$ cat config.mk
export PLATFORM = sky130hd
export DESIGN_NAME = rz_serial_frame_decoder_crc16
export DESIGN_NICKNAME = d
export VERILOG_FILES = /design/src/rtl/rzsfd_pkg.sv /design/src/rtl/rzsfd_cfg.sv /design/src/rtl/rzsfd_core.sv /design/src/rtl/rz_serial_frame_decoder_crc16.sv
export VERILOG_INCLUDE_DIRS = /design/src /design/src/rtl
export SDC_FILE = /design/constraint.sdc
export NUM_CORES = 1
export LEC_CHECK = 0
export BUFFER_PORTS_ARGS = -buffer_cell sky130_fd_sc_hd__buf_4
export CORE_MARGIN = 2
export CORE_UTILIZATION = 58
export CTS_CLUSTER_DIAMETER = 120
export DETAILED_ROUTE_END_ITERATION = 12
export PLACE_DENSITY = 0.75
export SLEW_MARGIN = 20
export SYNTH_ARGS = -nofsm -noshare
export SYNTH_HDL_FRONTEND = slang
export SYNTH_SLANG_ARGS = --single-unit
$ cat constraint.sdc
create_clock -name clk -period 16.74 [get_ports clk]
set_clock_uncertainty 0.15 [all_clocks]
set_input_delay 4.185 -clock clk [delete_from_list [all_inputs] [get_ports clk]]
set_output_delay 4.185 -clock clk [all_outputs]
set_load 0.01 [all_outputs]
$ cat src/rtl/rz_serial_frame_decoder_crc16_defines.svh
// Assertion macros for the RZ serial frame decoder.
// Used by the top level; relies on clk and arst_n being in scope.
`ifndef RZ_SERIAL_FRAME_DECODER_CRC16_DEFINES_SVH
`define RZ_SERIAL_FRAME_DECODER_CRC16_DEFINES_SVH

// Property must hold on every clock edge outside reset.
`define RZSFD_ASSERT(label, prop, msg) \
	label: assert property (@(posedge clk) disable iff (!arst_n) (prop)) else $error(msg);

// Expression must never be true outside reset.
`define RZSFD_NEVER(label, expr, msg) \
	label: assert property (@(posedge clk) disable iff (!arst_n) !(expr)) else $error(msg);

`endif

$ cat src/rtl/rzsfd_pkg.sv
// Shared types, constants and the byte-wide CRC-16 function
// for the RZ serial frame decoder. No dependencies.
package rzsfd_pkg;

	localparam int COUNT_WIDTH = 10;
	localparam int SPB_W       = 10;
	localparam int TOL_W       = 7;
	localparam int THR_W       = 10;
	localparam int CFG_DATA_W  = 10;
	localparam int CFG_IDX_W   = 2;
	localparam int FRAME_BITS  = 11;
	localparam int BIT_POS_W   = 4;
	localparam int CRC_W       = 16;
	localparam int FRAME_CNT_W = 16;

	localparam logic [CRC_W-1:0]       CRC_POLY      = 16'h8005;
	localparam logic [7:0]             SILENCE_LEVEL = 8'h80;
	localparam logic [COUNT_WIDTH-1:0] CNT_MAX       = '1;

	localparam logic [SPB_W-1:0] SPB_RESET = 10'd441;
	localparam logic [TOL_W-1:0] TOL_RESET = 7'd3;
	localparam logic [THR_W-1:0] THR_RESET = 10'd147;

	typedef enum logic [CFG_IDX_W-1:0] {
		REG_SAMPLES_PER_BIT = 2'd0,
		REG_NOISE_TOLERANCE = 2'd1,
		REG_MARK_THRESHOLD  = 2'd2
	} reg_idx_t;

	typedef struct packed {
		logic [SPB_W-1:0] spb;
		logic [TOL_W-1:0] tol;
		logic [THR_W-1:0] thr;
	} cfg_t;

	typedef struct packed {
		logic [7:0]             data_byte;
		logic                   frame_ok;
		logic                   start_error;
		logic                   stop1_error;
		logic                   stop2_error;
		logic                   silence_violation;
		logic [CRC_W-1:0]       crc_value;
		logic                   crc_zero;
		logic [FRAME_CNT_W-1:0] frame_index;
	} res_t;

	// CRC-16, MSB first, one byte unrolled over eight shift steps
	function automatic logic [CRC_W-1:0] crc16_byte(input logic [CRC_W-1:0] crc,
		input logic [7:0] data);
		logic [CRC_W-1:0] c;
		c = crc ^ {data, 8'h00};
		for (int i = 0; i < 8; i++) begin
			if (c[CRC_W-1]) begin
				c = (c << 1) ^ CRC_POLY;
			end else begin
				c = c << 1;
			end
		end
		return c;
	endfunction

endpackage

$ cat src/rtl/rzsfd_cfg.sv
// Configuration register file for the RZ serial frame decoder.
// Depends on rzsfd_pkg.
module rzsfd_cfg (
	input  logic                                clk,
	input  logic                                arst_n,
	input  logic                                cfg_we,
	input  logic [rzsfd_pkg::CFG_IDX_W-1:0]     cfg_index,
	input  logic [rzsfd_pkg::CFG_DATA_W-1:0]    cfg_data,
	output rzsfd_pkg::cfg_t                     cfg
);

	logic [rzsfd_pkg::SPB_W-1:0] spb_q;
	logic [rzsfd_pkg::TOL_W-1:0] tol_q;
	logic [rzsfd_pkg::THR_W-1:0] thr_q;

	always_ff @(posedge clk or negedge arst_n) begin
		if (!arst_n) begin
			spb_q <= rzsfd_pkg::SPB_RESET;
			tol_q <= rzsfd_pkg::TOL_RESET;
			thr_q <= rzsfd_pkg::THR_RESET;
		end else if (cfg_we) begin
			unique case (cfg_index)
				rzsfd_pkg::REG_SAMPLES_PER_BIT: begin
					spb_q <= cfg_data[rzsfd_pkg::SPB_W-1:0];
				end
				rzsfd_pkg::REG_NOISE_TOLERANCE: begin
					tol_q <= cfg_data[rzsfd_pkg::TOL_W-1:0];
				end
				rzsfd_pkg::REG_MARK_THRESHOLD: begin
					thr_q <= cfg_data[rzsfd_pkg::THR_W-1:0];
				end
				default: begin
					// unmapped index: write dropped
				end
			endcase
		end
	end

	assign cfg.spb = spb_q;
	assign cfg.tol = tol_q;
	assign cfg.thr = thr_q;

endmodule

$ cat src/rtl/rzsfd_core.sv
// Per-sample decode: mark detect, bit timing, frame assembly and CRC update.
// Depends on rzsfd_pkg.
module rzsfd_core (
	input  logic             clk,
	input  logic             arst_n,
	input  rzsfd_pkg::cfg_t  cfg,
	input  logic             step,
	input  logic [7:0]       sample,
	output logic             frame_done,
	output rzsfd_pkg::res_t  res
);

	logic [rzsfd_pkg::SPB_W-1:0]       sample_pos_q;
	logic [rzsfd_pkg::BIT_POS_W-1:0]   bit_pos_q;
	logic [rzsfd_pkg::COUNT_WIDTH-1:0] mark_cnt_q;
	logic [rzsfd_pkg::FRAME_BITS-1:0]  frame_bits_q;
	logic                              viol_q;
	logic [rzsfd_pkg::CRC_W-1:0]       crc_q;
	logic [rzsfd_pkg::FRAME_CNT_W-1:0] frame_cnt_q;

	logic [8:0]                        lo_lim, hi_lim;
	logic                              is_mark, first_half, cnt_inc, bit_end, bit_val;
	logic [rzsfd_pkg::SPB_W-1:0]       half;
	logic [rzsfd_pkg::SPB_W:0]         pos_inc;
	logic [rzsfd_pkg::COUNT_WIDTH-1:0] cnt_nxt;
	logic                              viol_nxt;
	logic [rzsfd_pkg::FRAME_BITS-1:0]  bits_nxt;
	logic                              start_err, stop1_err, stop2_err, ok;
	logic [7:0]                        byte_val;
	logic [rzsfd_pkg::CRC_W-1:0]       crc_nxt;

	always_comb begin
		lo_lim     = 9'(rzsfd_pkg::SILENCE_LEVEL) - 9'(cfg.tol);
		hi_lim     = 9'(rzsfd_pkg::SILENCE_LEVEL) + 9'(cfg.tol);
		is_mark    = (9'(sample) < lo_lim) || (9'(sample) > hi_lim);
		half       = cfg.spb >> 1;
		first_half = sample_pos_q < half;
		cnt_inc    = is_mark && first_half && (mark_cnt_q != rzsfd_pkg::CNT_MAX);
		cnt_nxt    = mark_cnt_q + rzsfd_pkg::COUNT_WIDTH'(cnt_inc);
		viol_nxt   = viol_q | (is_mark && !first_half);
		// bit ends once position + 1 reaches or passes the period
		pos_inc    = {1'b0, sample_pos_q} + (rzsfd_pkg::SPB_W + 1)'(1);
		bit_end    = pos_inc >= {1'b0, cfg.spb};
		bit_val    = 17'(cnt_nxt) > 17'(cfg.thr);
		bits_nxt   = frame_bits_q
			| (rzsfd_pkg::FRAME_BITS'(bit_val) << bit_pos_q);
		frame_done = bit_end
			&& (bit_pos_q == rzsfd_pkg::BIT_POS_W'(rzsfd_pkg::FRAME_BITS - 1));
		start_err  = !bits_nxt[0];
		stop1_err  = bits_nxt[9];
		stop2_err  = bits_nxt[10];
		ok         = !(start_err || stop1_err || stop2_err);
		byte_val   = bits_nxt[8:1];
		crc_nxt    = ok ? rzsfd_pkg::crc16_byte(crc_q, byte_val) : crc_q;
	end

	always_comb begin
		res.data_byte         = byte_val;
		res.frame_ok          = ok;
		res.start_error       = start_err;
		res.stop1_error       = stop1_err;
		res.stop2_error       = stop2_err;
		res.silence_violation = viol_nxt;
		res.crc_value         = crc_nxt;
		res.crc_zero          = (crc_nxt == '0);
		res.frame_index       = frame_cnt_q;
	end

	always_ff @(posedge clk or negedge arst_n) begin
		if (!arst_n) begin
			sample_pos_q <= '0;
			bit_pos_q    <= '0;
			mark_cnt_q   <= '0;
			frame_bits_q <= '0;
			viol_q       <= 1'b0;
			crc_q        <= '0;
			frame_cnt_q  <= '0;
		end else if (step) begin
			if (!bit_end) begin
				sample_pos_q <= pos_inc[rzsfd_pkg::SPB_W-1:0];
				mark_cnt_q   <= cnt_nxt;
				viol_q       <= viol_nxt;
			end else begin
				sample_pos_q <= '0;
				mark_cnt_q   <= '0;
				if (frame_done) begin
					bit_pos_q    <= '0;
					frame_bits_q <= '0;
					viol_q       <= 1'b0;
					crc_q        <= crc_nxt;
					frame_cnt_q  <= frame_cnt_q + 1'b1;
				end else begin
					bit_pos_q    <= bit_pos_q + 1'b1;
					frame_bits_q <= bits_nxt;
					viol_q       <= viol_nxt;
				end
			end
		end
	end

endmodule

$ cat src/rtl/rz_serial_frame_decoder_crc16.sv
// RZ serial frame decoder with running CRC-16, top level; uses rzsfd_cfg and rzsfd_core.
// A frame's last sample is registered in stage 1, its result in the output register.
// Throughput: one sample per cycle; input stalls only when a frame-ending sample
// meets a result still held in the output register while out_ready is low.
// Reset: arst_n asynchronous, active low; clears all state but sample_s1 and res_q;
// config back to 441 / 3 / 147.
`include "rz_serial_frame_decoder_crc16_defines.svh"

module rz_serial_frame_decoder_crc16 (
	input  logic                               clk,
	input  logic                               arst_n,
	// configuration write port
	input  logic                               cfg_we,
	input  logic [rzsfd_pkg::CFG_IDX_W-1:0]    cfg_index,
	input  logic [rzsfd_pkg::CFG_DATA_W-1:0]   cfg_data,
	// sample channel
	input  logic                               in_valid,
	output logic                               in_ready,
	input  logic [7:0]                         sample,
	// frame result channel
	output logic                               out_valid,
	input  logic                               out_ready,
	output logic [7:0]                         data_byte,
	output logic                               frame_ok,
	output logic                               start_error,
	output logic                               stop1_error,
	output logic                               stop2_error,
	output logic                               silence_violation,
	output logic [rzsfd_pkg::CRC_W-1:0]        crc_value,
	output logic                               crc_zero,
	output logic [rzsfd_pkg::FRAME_CNT_W-1:0]  frame_index
);

	rzsfd_pkg::cfg_t cfg;
	rzsfd_pkg::res_t core_res;
	rzsfd_pkg::res_t res_q;

	// Stage 1: registered sample
	logic       valid_s1;
	logic [7:0] sample_s1;

	logic out_valid_q;
	logic frame_done;
	logic advance;     // s1 sample is consumed by the core this cycle
	logic res_load;    // core result goes into the output register
	logic in_xfer;

	rzsfd_cfg u_cfg (
		.clk       (clk),
		.arst_n    (arst_n),
		.cfg_we    (cfg_we),
		.cfg_index (cfg_index),
		.cfg_data  (cfg_data),
		.cfg       (cfg)
	);

	rzsfd_core u_core (
		.clk        (clk),
		.arst_n     (arst_n),
		.cfg        (cfg),
		.step       (advance),
		.sample     (sample_s1),
		.frame_done (frame_done),
		.res        (core_res)
	);

	// The s1 sample only has to wait when it closes a frame and the output
	// register is full and not draining. Other samples keep flowing even
	// while a result sits unclaimed.
	assign advance  = valid_s1
		&& !(frame_done && out_valid_q && !out_ready);
	assign res_load = advance && frame_done;
	assign in_ready = !valid_s1 || advance;
	assign in_xfer  = in_valid && in_ready;

	always_ff @(posedge clk or negedge arst_n) begin
		if (!arst_n) begin
			valid_s1 <= 1'b0;
		end else if (in_xfer) begin
			valid_s1 <= 1'b1;
		end else if (advance) begin
			valid_s1 <= 1'b0;
		end
	end

	always_ff @(posedge clk) begin
		if (in_xfer) begin
			sample_s1 <= sample;
		end
	end

	// Output register: one frame result, held until transfer
	always_ff @(posedge clk or negedge arst_n) begin
		if (!arst_n) begin
			out_valid_q <= 1'b0;
		end else if (res_load) begin
			out_valid_q <= 1'b1;
		end else if (out_ready) begin
			out_valid_q <= 1'b0;
		end
	end

	always_ff @(posedge clk) begin
		if (res_load) begin
			res_q <= core_res;
		end
	end

	assign out_valid         = out_valid_q;
	assign data_byte         = res_q.data_byte;
	assign frame_ok          = res_q.frame_ok;
	assign start_error       = res_q.start_error;
	assign stop1_error       = res_q.stop1_error;
	assign stop2_error       = res_q.stop2_error;
	assign silence_violation = res_q.silence_violation;
	assign crc_value         = res_q.crc_value;
	assign crc_zero          = res_q.crc_zero;
	assign frame_index       = res_q.frame_index;

	// A held result is never overwritten.
	`RZSFD_NEVER(a_no_overwrite, res_load && out_valid_q && !out_ready, "result overwritten")
	// Input stalls only on a frame-ending sample.
	`RZSFD_ASSERT(a_stall_cause, !in_ready |-> (valid_s1 && frame_done), "spurious input stall")
	// Framing flags agree with frame_ok.
	`RZSFD_ASSERT(a_ok_flags, out_valid |-> (frame_ok == !(start_error || stop1_error || stop2_error)), "frame_ok mismatch")

endmodule

## Yosys cells after proc, flatten, opt, wreduce, memory -nomap -nowiden

Index checks and enable logic that the tools add are counted.

- Bitwise logic cells: 11
- Shifts and indexed selects: 1
- Muxes and demuxes: 19
- $lt $le $gt $ge: 5
- $add $sub $neg: 6
- Equal/unequal tests: 4
- Reduce and logical (&&, ||, !) cells: 28

Operators with widths:

| kind | number |
|---|---|
| $mux W16 | 9 |
| $not A3 Y3 | 8 |
| $mux W10 | 2 |
| $add A16 B1 Y16 const B | 1 |
| $logic_not A16 Y1 | 1 |
| $xor A16 B16 Y16 | 1 |
| $add A10 B1 Y11 const B | 1 |
| $ge A11 B10 Y1 | 1 |
| $mux W11 | 1 |
| $or A11 B11 Y11 | 1 |
| $shl A1 B4 Y11 | 1 |
| $add A10 B1 Y10 | 1 |
| $gt A10 B10 Y1 | 1 |
| $lt A10 B9 Y1 | 1 |
| $ne A10 B10 Y1 const B | 1 |
| $add A8 B7 Y9 const A | 1 |
| $gt A8 B9 Y1 | 1 |
| $logic_and A1 B1 Y1 | 9 |
| $lt A8 B9 Y1 | 1 |
| $sub A8 B7 Y9 const A | 1 |
| $reduce_and A2 Y1 | 4 |
| $logic_not A1 Y1 | 6 |
| $mux W1 | 6 |
| $add A4 B1 Y4 const B | 1 |
| 9 further kinds | 13 |

- Output and inout bits: 48
- Flip-flop bits (word level): 151
- Input port bits: 25

## Longest topological paths before layout

Gate-level depths: netlist of the first run.

- Word-level depth: 28
- Mapped depth: 33

## Hierarchy

A second synthesis of the first run with hierarchy kept.

- Cells, all modules: 675
- Area total of the unflattened synthesis: 7,877.6 um^2

Modules (own cells, without submodules):

| module | times used | cells an instance | area an instance (um^2) |
|---|---|---|---|
| rzsfd_core | 1 | 552 | 5,062.4 |
| rz_serial_frame_decoder_crc16 | 1 | 64 | 1,729.2 |
| rzsfd_cfg | 1 | 59 | 1,086.0 |

## Worst setup path before layout of the first run

OpenSTA, ideal clock, no wires.

- Path type: in2out
- From: in out_ready
- To: out in_ready
- Cell stages on the path: 2
- Arrival time: 4.681 ns
- Path slack: 7.724 ns
- Required time: 12.405 ns
- Path through: nand2b_1 > or2_2

- Cells in the longest elaborated chain, start to end: 5

RTL lines:

| element | line | text |
|---|---|---|
| start, declared | rz_serial_frame_decoder_crc16.sv:22 | `input logic out_ready,` |
| $logic_not A1 Y1 | rz_serial_frame_decoder_crc16.sv:71 | `&& !(frame_done && out_valid_q && !out_ready);` |
| $logic_and A1 B1 Y1 | rz_serial_frame_decoder_crc16.sv:71 |  |
| $logic_not A1 Y1 | rz_serial_frame_decoder_crc16.sv:71 |  |
| $logic_and A1 B1 Y1 | rz_serial_frame_decoder_crc16.sv:71 |  |
| $logic_or A1 B1 Y1 | rz_serial_frame_decoder_crc16.sv:73 | `assign in_ready = !valid_s1 \|\| advance;` |
| end, declared | rz_serial_frame_decoder_crc16.sv:18 | `output logic in_ready,` |

Every way passes these cells.

## Final worst setup path of the first run

Ends and elaborated chain as after synthesis.

==> impl_metrics.csv, run 1 <==
group,metric,value,unit
synthesis,ys_async_sr_fraction,64.2,%
clocking,cts_setup_buffers,0,
min_path,hold_class,"flip-flop to flip-flop",
placed_design,gp_congestion,0.865,
grt,grt_pass1_vias,5253,
route,route.vias.total,5253,
clocking,cts-resized-gates,0,
route,dr_wl_met3,683,um
clocking,clkLatencyLatePin,0.42,ns
sta,fmaxAchievable,0.107,GHz
synthesis,ys_ff_latch,151,
route,wl_met1,7390,um
final_layout,antenna_cells,0,
synthesis,synth_cells,666,
pwr,total_power,1.29,mW
die,io_pins,73,
route,ant_nets,0,
sta,drv_slew,0,
synthesis,synthTopCellsByArea,"dfrtp_1, edfxtp_1, ha_1, mux2_2, xnor2_1",
run_status,status,"complete, no violations",
worst_setup_path,critPathCaptureType,"output pin",
sta,post-route-min-period,9.33,ns
grt,antenna_found_initial,0,
clocking,htree_num_levels,4,
sta,fin_tns_setup,0,ns
pwr,p_leak,4.27,nW
route,first_pass_iters,5,
clocking,cts_tree,"done",
synthesis,synth_area_per_cell,11.5,um2
clocking,cts_made_buffers,17,
grt,grt_max_degree,68,
worst_setup_path,cpMaxStageDelayCell,"or2_2",
route,drtIter0Drc,313,
route,highest_layer,"met4",
grt,grt-ovfl-total,0,
worst_setup_path,critPathMaxFanout,4,
worst_setup_path,cp_cell_sequence,"buf_4 > nand2b_1 > or2_2 > buf_4",
clocking,cts_max_path_buffers,2,
synthesis,yosysWarnings,0,
route,remaining_drc_errors,0,
sta,finalSetupViolCount,0,
sta,slew_headroom,34.6,%
final_layout,nNetsFinal,815,
die,die_area,14100,um2
pwr,p_per_area,144,nW/um2
worst_setup_path,path_common_cell,"buf_4",
die,core_region_area,12700,um2
route,via_per_inst,5.67,
synthesis,syn_nets,740,
final_layout,post-route-util,70.3,%
grt,gr-usage-all-layers,23.0,%
die,initial_core_util,60.0,%
clocking,cts-root-buf,"clkbuf_16",
worst_setup_path,cpPeakStageDelay,0.35,ns
placed_design,port_buffers,72,
pwr,irDropWorstVdd,0.0000908,V
clocking,cts.sinks,151,
placed_design,dp_hpwl,10700,um
placed_design,post-place-ws,7.41,ns
synthesis,synth_top_area_share,27.9,%
worst_setup_path,start_kind,"primary input",
die,die_h,119,um
run,drv_cap,0,
synthesis,synth_cell_type_count,55,
sta,setup_ws,7.41,ns
synthesis,synth_top_area_cell,"dfrtp_1",
clocking,clk_pin_slew_worst_paths,0.06,ns
sta,rsz0062_at_grt,"no",
final_layout,area_growth,17.1,%
final_layout,layout-drive-gt1-share,22.3,%
die,row_count,41,
worst_setup_path,required,12.41,ns
grt,grt_pass1_wl,25800,um
route,wl_met2,7110,um
sta,worstMarginPinSlew,0.982,ns
die,die_w,119,um
synthesis,syn_area,7630,um2
sta,hold_violations,0,
clocking,hold_buffers,0,
sta,timing.final.crit_share,55.7,%
route,wire_per_inst,16.6,um
worst_setup_path,critPathKind,"primary input to output pin",
synthesis,synth_edf_count,54,
synthesis,seq_area_frac_synth,53.2,%
synthesis,ys.flop_type,"dfrtp_1",
route,wirelength,15400,um
worst_setup_path,worstPathArrival,5.00,ns
==> cell type report <==
class | count | area, um2
clock inverters | 15 | 144
multi-input cells | 452 | 3370
clock buffers | 17 | 425
well taps | 172 | 215
fillers | 954 | 3780
flip-flops and latches | 151 | 4060
repair buffers | 75 | 563
inverters | 44 | 165
==> report_power, final <==
group	internal, mW	switching [mW]
clock network	0.208	0.160
registers	0.442	0.0496
logic	0.184	0.243
==> worst max-delay path, delay by kind of cell <==
kind	cells	cell delay [ns]
AND/OR/NAND/NOR	2	0.55
buffers and inverters	2	0.25
==> per-stage QoR <==
step                std cells  area [um2]  hold WS [ns]
CTS                       926        8940         0.329
floorplan                 666        7630         0.291
global placement          894        8370         0.308
finish                    926        8940         0.332
global route              926        8940         0.342
detailed placement        894        8370         0.313
==> layout by cell type, fill, tap and decap left out, types with 3 or more instances in the layout <==
master	n
o31ai_1	10
buf_4	75
clkinv_4	4
nor3_1	5
nand2b_1	9
o21ai_0	35
dfrtp_1	85
clkbuf_16	17
a21o_1	17
nor2b_1	11
mux2i_1	3
and4_1	6
a41oi_1	5
ha_1	49
mux2_2	39
nand4_1	7
nand3_1	41
and3_1	11
a21oi_1	10
o21a_1	5
xor2_1	17
dfstp_2	12
edfxtp_1	54
xnor2_1	38
nand2_1	63
inv_1	43
o21ai_1	5
and2_1	3
inv_6	4
nor2_1	23
nor4_1	3
==> kinds of logic (layout without fill, tap and decap cells) <==
logic type | Yosys count | after routing | share of synthesized area, %
flops | 151 | 151 | 53.2
buf+inv | 63 | 151 | 3.13
fa+ha+maj | 49 | 49 | 8.03
compound gates | 107 | 107 | 9.70
xor+xnor | 55 | 55 | 6.31
mux | 44 | 44 | 6.49
simple gates | 197 | 197 | 13.1
==> metal layers <==
layer	GRT usage (%)	up-vias
li1	-	2537
met1	32.3	2566
met2	35.8	134
met3	4.97	16
met4	7.29	0
met5	0	-
==> registers in the layout, indices dropped and copies added, names as in the netlist <==
signal and count:
crc_value 16, frame_index 16, u_core.crc_q 16, u_core.frame_cnt_q 16, u_core.frame_bits_q 11, u_cfg.spb_q 10
u_cfg.thr_q 10, u_core.mark_cnt_q 10, u_core.sample_pos_q 10, data_byte 8, sample_s1 8, u_cfg.tol_q 7
u_core.bit_pos_q 4, crc_zero 1, frame_ok 1, out_valid 1, silence_violation 1, start_error 1
stop1_error 1, stop2_error 1, u_core.viol_q 1, valid_s1 1
==> synthesized netlist by cell type, types with 12 or more instances <==
library cell / number
dfrtp_1: 85
nand2_1: 63
edfxtp_1: 54
ha_1: 49
inv_1: 43
nand3_1: 41
mux2_2: 39
xnor2_1: 38
o21ai_0: 35
nor2_1: 23
a21o_1: 17
clkbuf_1: 17
xor2_1: 17
dfstp_2: 12
==> path summary, 6_finish.rpt <==
path	from	end	slack [ns]	depth (start not counted)
min in group asynchronous	arst_n	u_cfg.spb_q[6]	3.53	1
max in group asynchronous	arst_n	u_core.frame_cnt_q[4]	11.71	2
hold reg to reg	u_core.frame_cnt_q[15]	frame_index[15]	0.33	0
hold / removal	u_core.frame_cnt_q[15]	frame_index[15]	0.33	0
setup / recovery	out_ready	in_ready	7.41	4
setup reg to reg	u_cfg.tol_q[1]	crc_zero	8.69	32
No activity file was read; power rests on OpenSTA's default activity.
==> run 2: changes to the inputs <==
--- a/config.mk
+++ b/config.mk
@@ -6,12 +6,13 @@
 export SDC_FILE = /design/constraint.sdc
 export NUM_CORES = 1
 export LEC_CHECK = 0
+export ABC_AREA = 1
 export BUFFER_PORTS_ARGS = -buffer_cell sky130_fd_sc_hd__buf_4
 export CORE_MARGIN = 2
-export CORE_UTILIZATION = 58
+export CORE_UTILIZATION = 54
 export CTS_CLUSTER_DIAMETER = 120
 export DETAILED_ROUTE_END_ITERATION = 12
-export PLACE_DENSITY = 0.75
+export PLACE_DENSITY = 0.73
 export SLEW_MARGIN = 20
 export SYNTH_ARGS = -nofsm -noshare
 export SYNTH_HDL_FRONTEND = slang
==> constraint.sdc (replaced) <==
create_clock -name clk -period 8.2 [get_ports clk]
set_clock_uncertainty 0.15 [all_clocks]
set_input_delay 2.05 -clock clk [delete_from_list [all_inputs] [get_ports clk]]
set_output_delay 2.05 -clock clk [all_outputs]
set_load 0.01 [all_outputs]
==> run 2 against run 1 <==
Compared with the run above:
- die area up 12%
- synthesized cell count up 34%
- register-to-register slack lost 7.1 ns
- critical path type is now flip-flop to flip-flop
==> impl_metrics.csv, run 2 <==
group,metric,value,unit
synthesis,synth_area_per_cell,8.90,um2
synthesis,synth_top_area_share,26.7,%
final_layout,stdcell_area,9200,um2
final_layout,area_growth,15.6,%
synthesis,synth_top_area_cell,"dfrtp_1",
route,wirelength,16200,um
placed_design,dpl_cell_area,8650,um2
worst_setup_path,cpMaxStageDelayCell,"dfstp_2",
pwr,p_int,1.65,mW
grt,grt_max_degree,68,
clocking,hold_buffers,0,
worst_setup_path,worstPathArrival,6.80,ns
synthesis,synth_edf_count,54,
sta,hold_violations,0,
grt,grt-ovfl-total,0,
synthesis,synth_cells,894,
worst_setup_path,cpPeakStageDelay,0.56,ns
clocking,clk_pin_slew_worst_paths,0.06,ns
route,via_per_inst,5.25,
die,row_count,44,
placed_design,port_buffers,72,
sta,timing.final.crit_share,81.0,%
pwr,combPwrFrac,33.7,%
pwr,pwr-share-clk,27.8,%
route,wire_per_inst,13.9,um
pwr,p_per_area,287,nW/um2
sta,fmaxAchievable,0.150,GHz
die,die_h,125,um
final_layout,layout_common_cells,"nand2_1, inv_1, dfrtp_1",
route,remaining_drc_errors,0,
sta,setup_ws,1.55,ns
grt,grt_pass1_wl,27400,um
sta,whs,0.336,ns
clocking,cts_tree,"done",
worst_setup_path,required,8.35,ns
synthesis,ys.flop_type,"dfrtp_1",
pwr,p_sw,0.990,mW
run_status,status,"complete, no violations",
worst_setup_path,path_common_cell,"nand2_1",
worst_setup_path,critPathKind,"flip-flop to flip-flop",
sta,slew_headroom,41.9,%
min_path,hold_class,"flip-flop to flip-flop",
synthesis,synthTopCellsByCount,"nand2_1, inv_1, dfrtp_1, o21ai_0, nand3_1",
worst_setup_path,critPathBufInv,6,
synthesis,syn_nets,968,
clocking,cts_setup_buffers,0,
placed_design,gp_congestion,0.892,
final_layout,nNetsFinal,1042,
synthesis,syn_area,7960,um2
clocking,cts_max_path_buffers,2,
die,initial_core_util,55.0,%
worst_setup_path,path_depth,44,
pwr,swShare,37.5,%
final_layout,antenna_cells,0,
route,ant_nets,0,
route,route.vias.total,6112,
clocking,cts-resized-gates,0,
pwr,total_power,2.64,mW
synthesis,yosysWarnings,0,
synthesis,seq_area_frac_synth,51.1,%
worst_setup_path,cp_top_family,"simple AND/OR/NAND/NOR gates",
synthesis,yosysMostFrequentCell,"nand2_1",
die,die_w,125,um
min_path,holdPathStages,2,
worst_setup_path,critPathMaxFanout,21,
worst_setup_path,critPathCaptureType,"flip-flop",
die,die_area,15700,um2
grt,antenna_found_initial,0,
final_layout,layout_commonest_cell,"nand2_1",
grt,grt_pass1_vias,5803,
pwr,seq_power_share,38.5,%
grt,gr-usage-all-layers,21.5,%
pwr,p_leak,4.43,nW
sta,finalSetupViolCount,0,
sta,fin_tns_setup,0,ns
synthesis,synthTopCellsByArea,"dfrtp_1, edfxtp_1, nand2_1, ha_1, inv_1",
final_layout,layout-drive-gt1-share,14.4,%
synthesis,synth_cell_type_count,48,
sta,post-route-min-period,6.65,ns
worst_setup_path,start_kind,"flip-flop",
placed_design,dp_hpwl,11400,um
sta,drv_slew,0,
clocking,clkLatencyLatePin,0.42,ns
sta,rsz0062_at_grt,"no",
route,drtIter0Drc,526,
clocking,htree_num_levels,4,
die,core_region_area,14500,um2
die,io_pins,73,
clocking,cts_made_buffers,17,
pwr,irDropWorstVdd,0.000183,V
synthesis,ys_async_sr_fraction,64.2,%
route,first_pass_iters,6,
sta,worstMarginPinSlew,0.871,ns
worst_setup_path,rr_worst_depth,44,
run,drv_cap,0,
placed_design,post-place-ws,1.62,ns
clocking,cts.sinks,151,
synthesis,ys_ff_latch,151,
clocking,cts-root-buf,"clkbuf_16",
## run 2: worst paths after layout
kind / slack, ns / startpoint / end
min reg2reg: 0.34 / u_cfg.thr_q[2] / u_cfg.thr_q[2]
min in group asynchronous: 1.40 / arst_n / u_cfg.tol_q[2]
min: 0.34 / u_cfg.thr_q[2] / u_cfg.thr_q[2]
max reg2reg: 1.55 / u_cfg.tol_q[0] / crc_zero
max: 1.55 / u_cfg.tol_q[0] / crc_zero
max in group asynchronous: 5.28 / arst_n / u_core.crc_q[3]
## run 2: kinds of logic (layout without fill, tap and decap cells)
family                   Yosys count  count (layout)  share of synthesized area [%]
AND/OR/NAND/NOR                  373             373                           20.8
buffers and inverters            165             252                           8.14
flip-flops                       151             151                           51.1
AO/OA/AOI/OAI                    120             120                           8.27
adder cells (fa/ha/maj)           49              49                           7.70
XOR/XNOR                          36              36                           3.96
## run 2: power by group through the flow
stage	sequential (mW)	combinational, mW	clock (mW)
6_report	1.02	0.890	0.735
5_1_grt	1.03	1.03	0.776
4_1_cts	1.01	0.885	0.746
3_5_place_dp	1.02	0.874	0
3_3_place_gp	1.02	0.851	0
2_1_floorplan	1.00	0.680	0
## run 2: cell type report
type / instances / area [um2]
multi-input cells: 578 / 3250
flip-flops and latches: 151 / 4060
fillers: 1265 / 5280
inverters: 146 / 551
repair buffers: 74 / 556
clock inverters: 12 / 104
well taps: 184 / 230
clock buffers: 20 / 447
## run 2: tightest hold or removal path, cell delays in order (launching register included)
cell     delay (ns)
dfrtp_1        0.34
nand2_1        0.05
o21ai_0        0.06
## run 2: through the flow
stage | util (%) | cells
detailed placement | 59.7 | 1133
global route | 63.5 | 1165
finish | 63.5 | 1165
CTS | 63.5 | 1165
floorplan | - | 894
global placement | 59.7 | 1133
## run 2: routing by layer
metal	part of all wire (%)	global-route usage, %	vias to the layer above
li1	-	-	3049
met1	48	30.4	2878
met2	46	33.8	159
met3	4.2	3.85	26
met4	1.7	7.45	0
met5	0	0	-
